<file path="src/rtl/itaf_pkg.sv">
// Shared types, codes and character helpers for the integer to ASCII formatter.
package itaf_pkg;

  localparam int VALUE_BITS_DEFAULT = 64;
  localparam int DEC_BITS           = 32;
  localparam int DEC_DIGITS         = 10;
  localparam int CHAR_COUNT_W       = 5;
  localparam int QUEUE_DEPTH        = 2;

  localparam logic [7:0] ASCII_ZERO    = 8'h30;
  localparam logic [7:0] ASCII_MINUS   = 8'h2D;
  localparam logic [7:0] ASCII_UPPER_A = 8'h41;
  localparam logic [7:0] ASCII_LOWER_A = 8'h61;

  typedef enum logic [1:0] {
    CMD_SDEC = 2'd0,
    CMD_UDEC = 2'd1,
    CMD_HEXL = 2'd2,
    CMD_HEXU = 2'd3
  } cmd_t;

  typedef struct packed {
    logic neg;
    logic dec;
    logic upper;
  } fmt_ctl_t;

  typedef enum logic [1:0] {
    ST_IDLE,
    ST_DABBLE,
    ST_SCAN,
    ST_EMIT
  } back_state_t;

  function automatic logic [7:0] digit_char(input logic [3:0] d, input logic dec,
                                            input logic upper);
    logic [7:0] ch;
    if (dec || d < 4'd10) begin
      ch = ASCII_ZERO + {4'd0, d};
    end else if (upper) begin
      ch = ASCII_UPPER_A + {4'd0, d - 4'd10};
    end else begin
      ch = ASCII_LOWER_A + {4'd0, d - 4'd10};
    end
    return ch;
  endfunction

endpackage

</file>
<file path="src/rtl/itaf_front.sv">
// Front end: accepts a request beat and classifies it into sign, base and magnitude.
module itaf_front #(
  parameter int VALUE_BITS = itaf_pkg::VALUE_BITS_DEFAULT
) (
  input  logic                   req_valid,
  output logic                   req_stall,
  input  logic [1:0]             cmd,
  input  logic [63:0]            value,
  output logic                   push_valid,
  input  logic                   push_stall,
  output itaf_pkg::fmt_ctl_t     push_ctl,
  output logic [VALUE_BITS-1:0]  push_mag
);

  logic [itaf_pkg::DEC_BITS-1:0] word;
  logic                          is_neg;

  always_comb begin
    word        = value[itaf_pkg::DEC_BITS-1:0];
    is_neg      = (cmd == itaf_pkg::CMD_SDEC) && word[itaf_pkg::DEC_BITS-1];
    push_ctl.neg   = is_neg;
    push_ctl.dec   = (cmd == itaf_pkg::CMD_SDEC) || (cmd == itaf_pkg::CMD_UDEC);
    push_ctl.upper = (cmd == itaf_pkg::CMD_HEXU);
    if (push_ctl.dec) begin
      push_mag = VALUE_BITS'(is_neg ? (~word + 1'b1) : word);
    end else begin
      push_mag = value[VALUE_BITS-1:0];
    end
  end

  assign push_valid = req_valid;
  assign req_stall  = push_stall;

endmodule

</file>
<file path="src/rtl/itaf_queue.sv">
// Short queue between the front end and the converter.
module itaf_queue #(
  parameter int WIDTH = 8
) (
  input  logic             clk,
  input  logic             rst,
  input  logic             push_valid,
  output logic             push_stall,
  input  logic [WIDTH-1:0] push_data,
  output logic             pop_valid,
  input  logic             pop,
  output logic [WIDTH-1:0] pop_data
);

  localparam int DEPTH = itaf_pkg::QUEUE_DEPTH;
  localparam int PW    = $clog2(DEPTH);
  localparam int CW    = $clog2(DEPTH + 1);

  logic [WIDTH-1:0] entries [DEPTH];
  logic [PW-1:0]    wr_ptr;
  logic [PW-1:0]    rd_ptr;
  logic [CW-1:0]    count;
  logic             do_push;
  logic             do_pop;

  assign push_stall = (count == CW'(DEPTH));
  assign pop_valid  = (count != '0);
  assign pop_data   = entries[rd_ptr];
  assign do_push    = push_valid && !push_stall;
  assign do_pop     = pop && pop_valid;

  always_ff @(posedge clk) begin
    if (do_push) begin
      entries[wr_ptr] <= push_data;
    end
  end

  always_ff @(posedge clk) begin
    if (rst) begin
      wr_ptr <= '0;
      rd_ptr <= '0;
      count  <= '0;
    end else begin
      if (do_push) begin
        wr_ptr <= wr_ptr + PW'(1);
      end
      if (do_pop) begin
        rd_ptr <= rd_ptr + PW'(1);
      end
      case ({do_push, do_pop})
        2'b10:   count <= count + CW'(1);
        2'b01:   count <= count - CW'(1);
        default: count <= count;
      endcase
    end
  end

endmodule

</file>
<file path="src/rtl/itaf_back.sv">
// Back end: binary to BCD conversion, leading digit search and character output.
module itaf_back #(
  parameter int VALUE_BITS = itaf_pkg::VALUE_BITS_DEFAULT
) (
  input  logic                                clk,
  input  logic                                rst,
  input  logic                                q_valid,
  input  itaf_pkg::fmt_ctl_t                  q_ctl,
  input  logic [VALUE_BITS-1:0]               q_mag,
  output logic                                q_pop,
  output logic                                chr_valid,
  input  logic                                chr_stall,
  output logic [7:0]                          char_code,
  output logic                                last,
  output logic [itaf_pkg::CHAR_COUNT_W-1:0]   char_count
);

  localparam int HEX_DIGITS = (VALUE_BITS + 3) / 4;
  localparam int NIB = (HEX_DIGITS > itaf_pkg::DEC_DIGITS) ? HEX_DIGITS
                                                           : itaf_pkg::DEC_DIGITS;
  localparam int IW  = $clog2(NIB);
  localparam int DW  = NIB * 4;
  localparam int BW  = itaf_pkg::DEC_DIGITS * 4;
  localparam int SW  = $clog2(itaf_pkg::DEC_BITS);
  localparam int CCW = itaf_pkg::CHAR_COUNT_W;

  itaf_pkg::back_state_t         state;
  itaf_pkg::back_state_t         state_next;
  itaf_pkg::fmt_ctl_t            ctl;
  logic [DW-1:0]                 digits;
  logic [itaf_pkg::DEC_BITS-1:0] bin;
  logic [SW-1:0]                 dcnt;
  logic [IW-1:0]                 idx;
  logic                          sign_pending;
  logic [CCW-1:0]                ccount;

  logic          out_load;
  logic          emitting;
  logic [BW-1:0] adj;
  logic [IW-1:0] top;
  logic [3:0]    nib;

  always_comb begin
    state_next = state;
    case (state)
      itaf_pkg::ST_IDLE: begin
        if (q_valid) begin
          state_next = q_ctl.dec ? itaf_pkg::ST_DABBLE : itaf_pkg::ST_SCAN;
        end
      end
      itaf_pkg::ST_DABBLE: begin
        if (dcnt == SW'(itaf_pkg::DEC_BITS - 1)) begin
          state_next = itaf_pkg::ST_SCAN;
        end
      end
      itaf_pkg::ST_SCAN: state_next = itaf_pkg::ST_EMIT;
      itaf_pkg::ST_EMIT: begin
        if (emitting && !sign_pending && idx == '0) begin
          state_next = itaf_pkg::ST_IDLE;
        end
      end
      default: state_next = itaf_pkg::ST_IDLE;
    endcase
  end

  always_comb begin
    out_load = !chr_valid || !chr_stall;
    emitting = (state == itaf_pkg::ST_EMIT) && out_load;
    q_pop    = (state == itaf_pkg::ST_IDLE) && q_valid;
  end

  always_comb begin
    adj = digits[BW-1:0];
    for (int i = 0; i < itaf_pkg::DEC_DIGITS; i++) begin
      if (adj[i*4 +: 4] >= 4'd5) begin
        adj[i*4 +: 4] = adj[i*4 +: 4] + 4'd3;
      end
    end
  end

  always_comb begin
    top = '0;
    for (int i = 0; i < NIB; i++) begin
      if (digits[i*4 +: 4] != 4'd0) begin
        top = IW'(i);
      end
    end
    nib = digits[{idx, 2'b00} +: 4];
  end

  always_ff @(posedge clk) begin
    if (rst) begin
      state <= itaf_pkg::ST_IDLE;
    end else begin
      state <= state_next;
    end
  end

  always_ff @(posedge clk) begin
    case (state)
      itaf_pkg::ST_IDLE: begin
        if (q_valid) begin
          ctl    <= q_ctl;
          bin    <= q_mag[itaf_pkg::DEC_BITS-1:0];
          dcnt   <= '0;
          ccount <= '0;
          digits <= q_ctl.dec ? '0 : DW'(q_mag);
        end
      end
      itaf_pkg::ST_DABBLE: begin
        digits <= DW'({adj[BW-2:0], bin[itaf_pkg::DEC_BITS-1]});
        bin    <= {bin[itaf_pkg::DEC_BITS-2:0], 1'b0};
        dcnt   <= dcnt + SW'(1);
      end
      itaf_pkg::ST_SCAN: begin
        idx          <= top;
        sign_pending <= ctl.neg;
      end
      itaf_pkg::ST_EMIT: begin
        if (emitting) begin
          ccount <= ccount + CCW'(1);
          if (sign_pending) begin
            sign_pending <= 1'b0;
          end else if (idx != '0) begin
            idx <= idx - IW'(1);
          end
        end
      end
      default: ;
    endcase
  end

  always_ff @(posedge clk) begin
    if (emitting) begin
      char_code  <= sign_pending ? itaf_pkg::ASCII_MINUS
                                 : itaf_pkg::digit_char(nib, ctl.dec, ctl.upper);
      last       <= !sign_pending && (idx == '0);
      char_count <= ccount + CCW'(1);
    end
  end

  always_ff @(posedge clk) begin
    if (rst) begin
      chr_valid <= 1'b0;
    end else if (out_load) begin
      chr_valid <= emitting;
    end
  end

`ifndef NO_ASSERTIONS
  a_dabble_decimal: assert property (@(posedge clk) disable iff (rst)
    state == itaf_pkg::ST_DABBLE |-> ctl.dec)
    else $error("BCD conversion running on a hex item");

  a_count_range: assert property (@(posedge clk) disable iff (rst)
    chr_valid |-> (char_count != '0) && (char_count <= CCW'(16)))
    else $error("character count out of range");

  a_pop_leaves_idle: assert property (@(posedge clk) disable iff (rst)
    q_pop |=> state != itaf_pkg::ST_IDLE)
    else $error("popped item not taken up");

  a_sign_only_negative: assert property (@(posedge clk) disable iff (rst)
    (state == itaf_pkg::ST_EMIT) && sign_pending |-> ctl.neg && ctl.dec)
    else $error("minus sign pending on a non-negative item");
`endif

endmodule

</file>
<file path="src/rtl/integer_to_ascii_formatter_top.sv">
// Top level of the integer to ASCII formatter.
// Each request beat carries a format (signed decimal, unsigned decimal, lowercase
// or uppercase hex) and a value; the block returns one beat per character, most
// significant first, with no leading zeros, a '-' for negative signed values,
// last set on the final character and char_count counting from 1. A hex item
// goes through the scan and emit states, one character per cycle at most while
// chr_stall is low; a decimal item first goes through the one-bit-per-cycle binary
// to BCD shift. A two-entry queue behind the front end takes new requests
// while the converter is busy, so the request side stalls only when it is full.
module integer_to_ascii_formatter_top #(
  parameter int VALUE_BITS = itaf_pkg::VALUE_BITS_DEFAULT
) (
  input  logic                              clk,
  input  logic                              rst,
  input  logic                              req_valid,
  output logic                              req_stall,
  input  logic [1:0]                        cmd,
  input  logic [63:0]                       value,
  output logic                              chr_valid,
  input  logic                              chr_stall,
  output logic [7:0]                        char_code,
  output logic                              last,
  output logic [itaf_pkg::CHAR_COUNT_W-1:0] char_count
);

  localparam int CTLW = $bits(itaf_pkg::fmt_ctl_t);
  localparam int QW   = CTLW + VALUE_BITS;

  logic                  push_valid;
  logic                  push_stall;
  itaf_pkg::fmt_ctl_t    push_ctl;
  logic [VALUE_BITS-1:0] push_mag;
  logic                  q_valid;
  logic                  q_pop;
  logic [QW-1:0]         q_data;
  itaf_pkg::fmt_ctl_t    q_ctl;
  logic [VALUE_BITS-1:0] q_mag;

  assign q_ctl = q_data[QW-1 -: CTLW];
  assign q_mag = q_data[VALUE_BITS-1:0];

  itaf_front #(
    .VALUE_BITS(VALUE_BITS)
  ) u_front (
    .req_valid  (req_valid),
    .req_stall  (req_stall),
    .cmd        (cmd),
    .value      (value),
    .push_valid (push_valid),
    .push_stall (push_stall),
    .push_ctl   (push_ctl),
    .push_mag   (push_mag)
  );

  itaf_queue #(
    .WIDTH(QW)
  ) u_queue (
    .clk        (clk),
    .rst        (rst),
    .push_valid (push_valid),
    .push_stall (push_stall),
    .push_data  ({push_ctl, push_mag}),
    .pop_valid  (q_valid),
    .pop        (q_pop),
    .pop_data   (q_data)
  );

  itaf_back #(
    .VALUE_BITS(VALUE_BITS)
  ) u_back (
    .clk        (clk),
    .rst        (rst),
    .q_valid    (q_valid),
    .q_ctl      (q_ctl),
    .q_mag      (q_mag),
    .q_pop      (q_pop),
    .chr_valid  (chr_valid),
    .chr_stall  (chr_stall),
    .char_code  (char_code),
    .last       (last),
    .char_count (char_count)
  );

endmodule

</file>
<file path="config.mk">
export PLATFORM = sky130hd
export DESIGN_NAME = integer_to_ascii_formatter_top
export DESIGN_NICKNAME = d
export VERILOG_FILES = /design/src/rtl/itaf_pkg.sv /design/src/rtl/itaf_front.sv /design/src/rtl/itaf_queue.sv /design/src/rtl/itaf_back.sv /design/src/rtl/integer_to_ascii_formatter_top.sv
export SDC_FILE = /design/constraint.sdc
export NUM_CORES = 1
export LEC_CHECK = 0
export BUFFER_PORTS_ARGS = -buffer_cell sky130_fd_sc_hd__buf_4
export CORE_MARGIN = 2
export CORE_UTILIZATION = 60
export CTS_CLUSTER_DIAMETER = 150
export DETAILED_ROUTE_END_ITERATION = 12
export PLACE_DENSITY = 0.79
export SLEW_MARGIN = 20
export SYNTH_ARGS = -nofsm -noshare
export SYNTH_HDL_FRONTEND = slang
export SYNTH_HIERARCHICAL = 1
export SYNTH_SLANG_ARGS = --single-unit
</file>
<file path="constraint.sdc">
create_clock -name clk -period 6.13 [get_ports clk]
set_clock_uncertainty 0.05 [all_clocks]
set_input_delay 0.9195 -clock clk [delete_from_list [all_inputs] [get_ports clk]]
set_output_delay 0.9195 -clock clk [all_outputs]
set_load 0.03 [all_outputs]
</file>
==> impl_metrics.tcl <==
set metrics [dict create \
    cts_max_level 1 \
    numPortBuffers 84 \
    peakVddDrop_mv 0.2842 \
    area_delta_synth_final_pct 12.28 \
    crit_chain "buf_4, or4_1, or3_4, nor4_1, a31oi_1, xor2_1" \
    grt_pass1_wl_um 41300 \
    die_area_um2 23280 \
    max_slew.worst_pin.slew_ns 1.054 \
    clock.fmax_mhz 327.7 \
    yosysSeqAreaShare_pct 60.38 \
    yosys-top-cells-area "edfxtp_1 59%, mux2_2 8.4%, ha_1 3.1%" \
    wl_um 25340 \
    clkLatencyLatePin_ns 0.53 \
    via_count 7972 \
    hold_class "register to register" \
    fin_crit_sh_pct 49.78 \
    worst_ep_arrival_time_ns 3.25 \
    setup_violations 0 \
    max_stage_delay_ns 0.83 \
    drtAntennaViolNets 0 \
    gp_congestion 0.8359 \
    grtUsageTotal_pct 21.78 \
    synth_top_area_share_pct 59.17 \
    synth_most_common_cell "edfxtp_1" \
    antenna_found_initial 0 \
    synth_cell_types 67 \
    die_h_um 152.6 \
    synth_ff_type "edfxtp_1" \
    pin_count 86 \
    avgSynthCellArea_um2 13.43 \
    grt_max_degree 80 \
    dp_hpwl_um 16880 \
    rsz0062_at_grt "false" \
    routed_via_density 5.879 \
    crit_required_ns 6.33 \
    cts_tree "built" \
    drc 0 \
    cts-resized-gates 0 \
    slew_headroom_pct 29.49 \
    die_w_um 152.6 \
    fin_tns_setup_ns 0 \
    utilization_pct 68.36 \
    drt_iter0_markers 700 \
    synthTopCellsByCount "261 x edfxtp_1, 105 x nand2_1, 99 x mux2_2" \
    min_period_ns 3.051 \
    end_kind "register" \
    fin_nets 1164 \
    placement_rows 54 \
    root_buffer "clkbuf_16" \
    regArea_um2 7999 \
    multi_input_area_um2 4868 \
    critical_path_class "input port to register" \
    path_clk_slew_ns 0.06 \
    start_kind "input port" \
    post_drt_wl_per_cell_um 18.69 \
    grt_overflow 0 \
    start_util_pct 60.88 \
    status "finished clean" \
    synth_seq_cells 269 \
    syn_area_um2 13250 \
    finalMaxSlewViolations 0 \
    worstPathMaxFanout 5 \
    syn_nets 1089 \
    post_cts_buffers 0 \
    final_layout_size_suffix_gt1_share_pct 23.98 \
    antenna_cells 0 \
    finalHoldViolCount 0 \
    synth_top_cell_by_area "edfxtp_1" \
    cts_buffers 27 \
    ys_warn_count 6 \
    fp.coreArea_um2 21760 \
    dr.pass1.iters 6 \
    fillers 1529 \
    max_cap_viol_count 0 \
    cts_num_sinks 269 \
    grt_pass1_vias 8048 \
    synth_edf_count 261 \
    clock_path_buffers 3 \
    synthArstFlopShare_pct 0 \
    netlist_instances 986 \
    cts_hold_buf 0 \
    slowest_stage "nor4_1" \
    p_leak_uw 0.005514 \
    powerDensity_nw_per_um2 465.8 \
]
==> final timing paths <==
kind                       start  depth (start not counted)                     end  slack [ns]
setup / recovery       value[10]                          6  u_queue/entries[0][24]        3.08
hold / removal    u_queue/wr_ptr                          2          u_queue/wr_ptr        0.45
setup reg to reg   u_back/idx[0]                          8     u_back/char_code[2]        3.30
hold reg to reg   u_queue/wr_ptr                          2          u_queue/wr_ptr        0.45
==> metrics by stage <==
| step | hold slack, ns | worst slack [ns] | total power, uW | std cells | area, um2 |
|---|---|---|---|---|---|
| after global placement | 0.4194 | 2.671 | 5326 | 1311 | 14060 |
| after floorplan | 0.4018 | 2.941 | 4814 | 986 | 13250 |
| after global routing | 0.4977 | 3.087 | 7342 | 1356 | 14870 |
| after CTS | 0.4560 | 3.080 | 6969 | 1355 | 14860 |
| after detailed placement | 0.4449 | 2.646 | 5434 | 1311 | 14060 |
| final | 0.4493 | 3.079 | 6928 | 1356 | 14870 |
==> final cells by class <==
type                    instances  share of cell area (%)
flip-flops and latches        269                   53.79
multi-input cells             629                   32.74
clock buffers                  35                   4.745
repair buffers                 91                   4.644
well taps                     280                   2.356
inverters                      43                   1.102
clock inverters                 9                  0.6310
==> cells in the final DEF, fill, tap and decap left out, types with 8 or more instances in the layout <==
| cell type | instances |
|---|---|
| edfxtp_1 | 261 |
| nand2_1 | 104 |
| mux2_2 | 98 |
| buf_4 | 90 |
| inv_1 | 39 |
| a22o_1 | 39 |
| nor2_1 | 39 |
| o21ai_0 | 36 |
| and2_1 | 36 |
| xor2_1 | 32 |
| ha_1 | 32 |
| a21oi_1 | 29 |
| clkbuf_16 | 27 |
| xnor2_1 | 27 |
| nand2b_1 | 25 |
| mux4_2 | 10 |
| nor2b_1 | 10 |
| nor4_1 | 10 |
| clkbuf_1 | 8 |
| nor3_1 | 8 |
==> per-layer routing <==
metal | up-vias | GRT usage, % | routed length (um)
met3 | 32 | 2.901 | 1258
met1 | 3924 | 29.42 | 11040
met5 | - | 0 | 0
met2 | 216 | 38.16 | 12670
met4 | 0 | 4.674 | 378
li1 | 3800 | - | -
==> state kept, by name, summed over array words and instances, names as in the netlist, 3 cells and up, named ones only <==
| register | count |
|---|---|
| u_back/char_code | 7 |
| u_back/digits | 64 |
| u_back/char_count | 5 |
| u_back/ccount | 5 |
| u_back/bin | 32 |
| u_back/ctl | 3 |
| u_queue/entries | 134 |
| u_back/dcnt | 5 |
| u_back/idx | 4 |
==> worst max-delay path: cells and delay by family <==
family / cells / cell delay [ns]
AOI/OAI and AO/OA: 1 / 0.21
xor gates and xnor gates: 1 / 0.22
buffers and inverters: 1 / 0.13
and+or+nand+nor: 3 / 1.78
==> logic make-up after synthesis <==
| family | share of synthesized area, % |
|---|---|
| AO/OA/AOI/OAI | 7.604 |
| XOR/XNOR | 3.901 |
| adder cells (fa/ha/maj) | 3.117 |
| buffers and inverters | 2.994 |
| flip-flops | 60.38 |
| multiplexers | 11.44 |
| other | 0.02831 |
| AND/OR/NAND/NOR | 10.53 |
==> power breakdown <==
part           leakage, uW  internal, uW  switching [uW]  total, uW
sequential         0.00253          2840             354       3190
combinational      0.00260           974            1240       2210
clock             0.000389           885             635       1520
(Power assumes the default switching activity.)
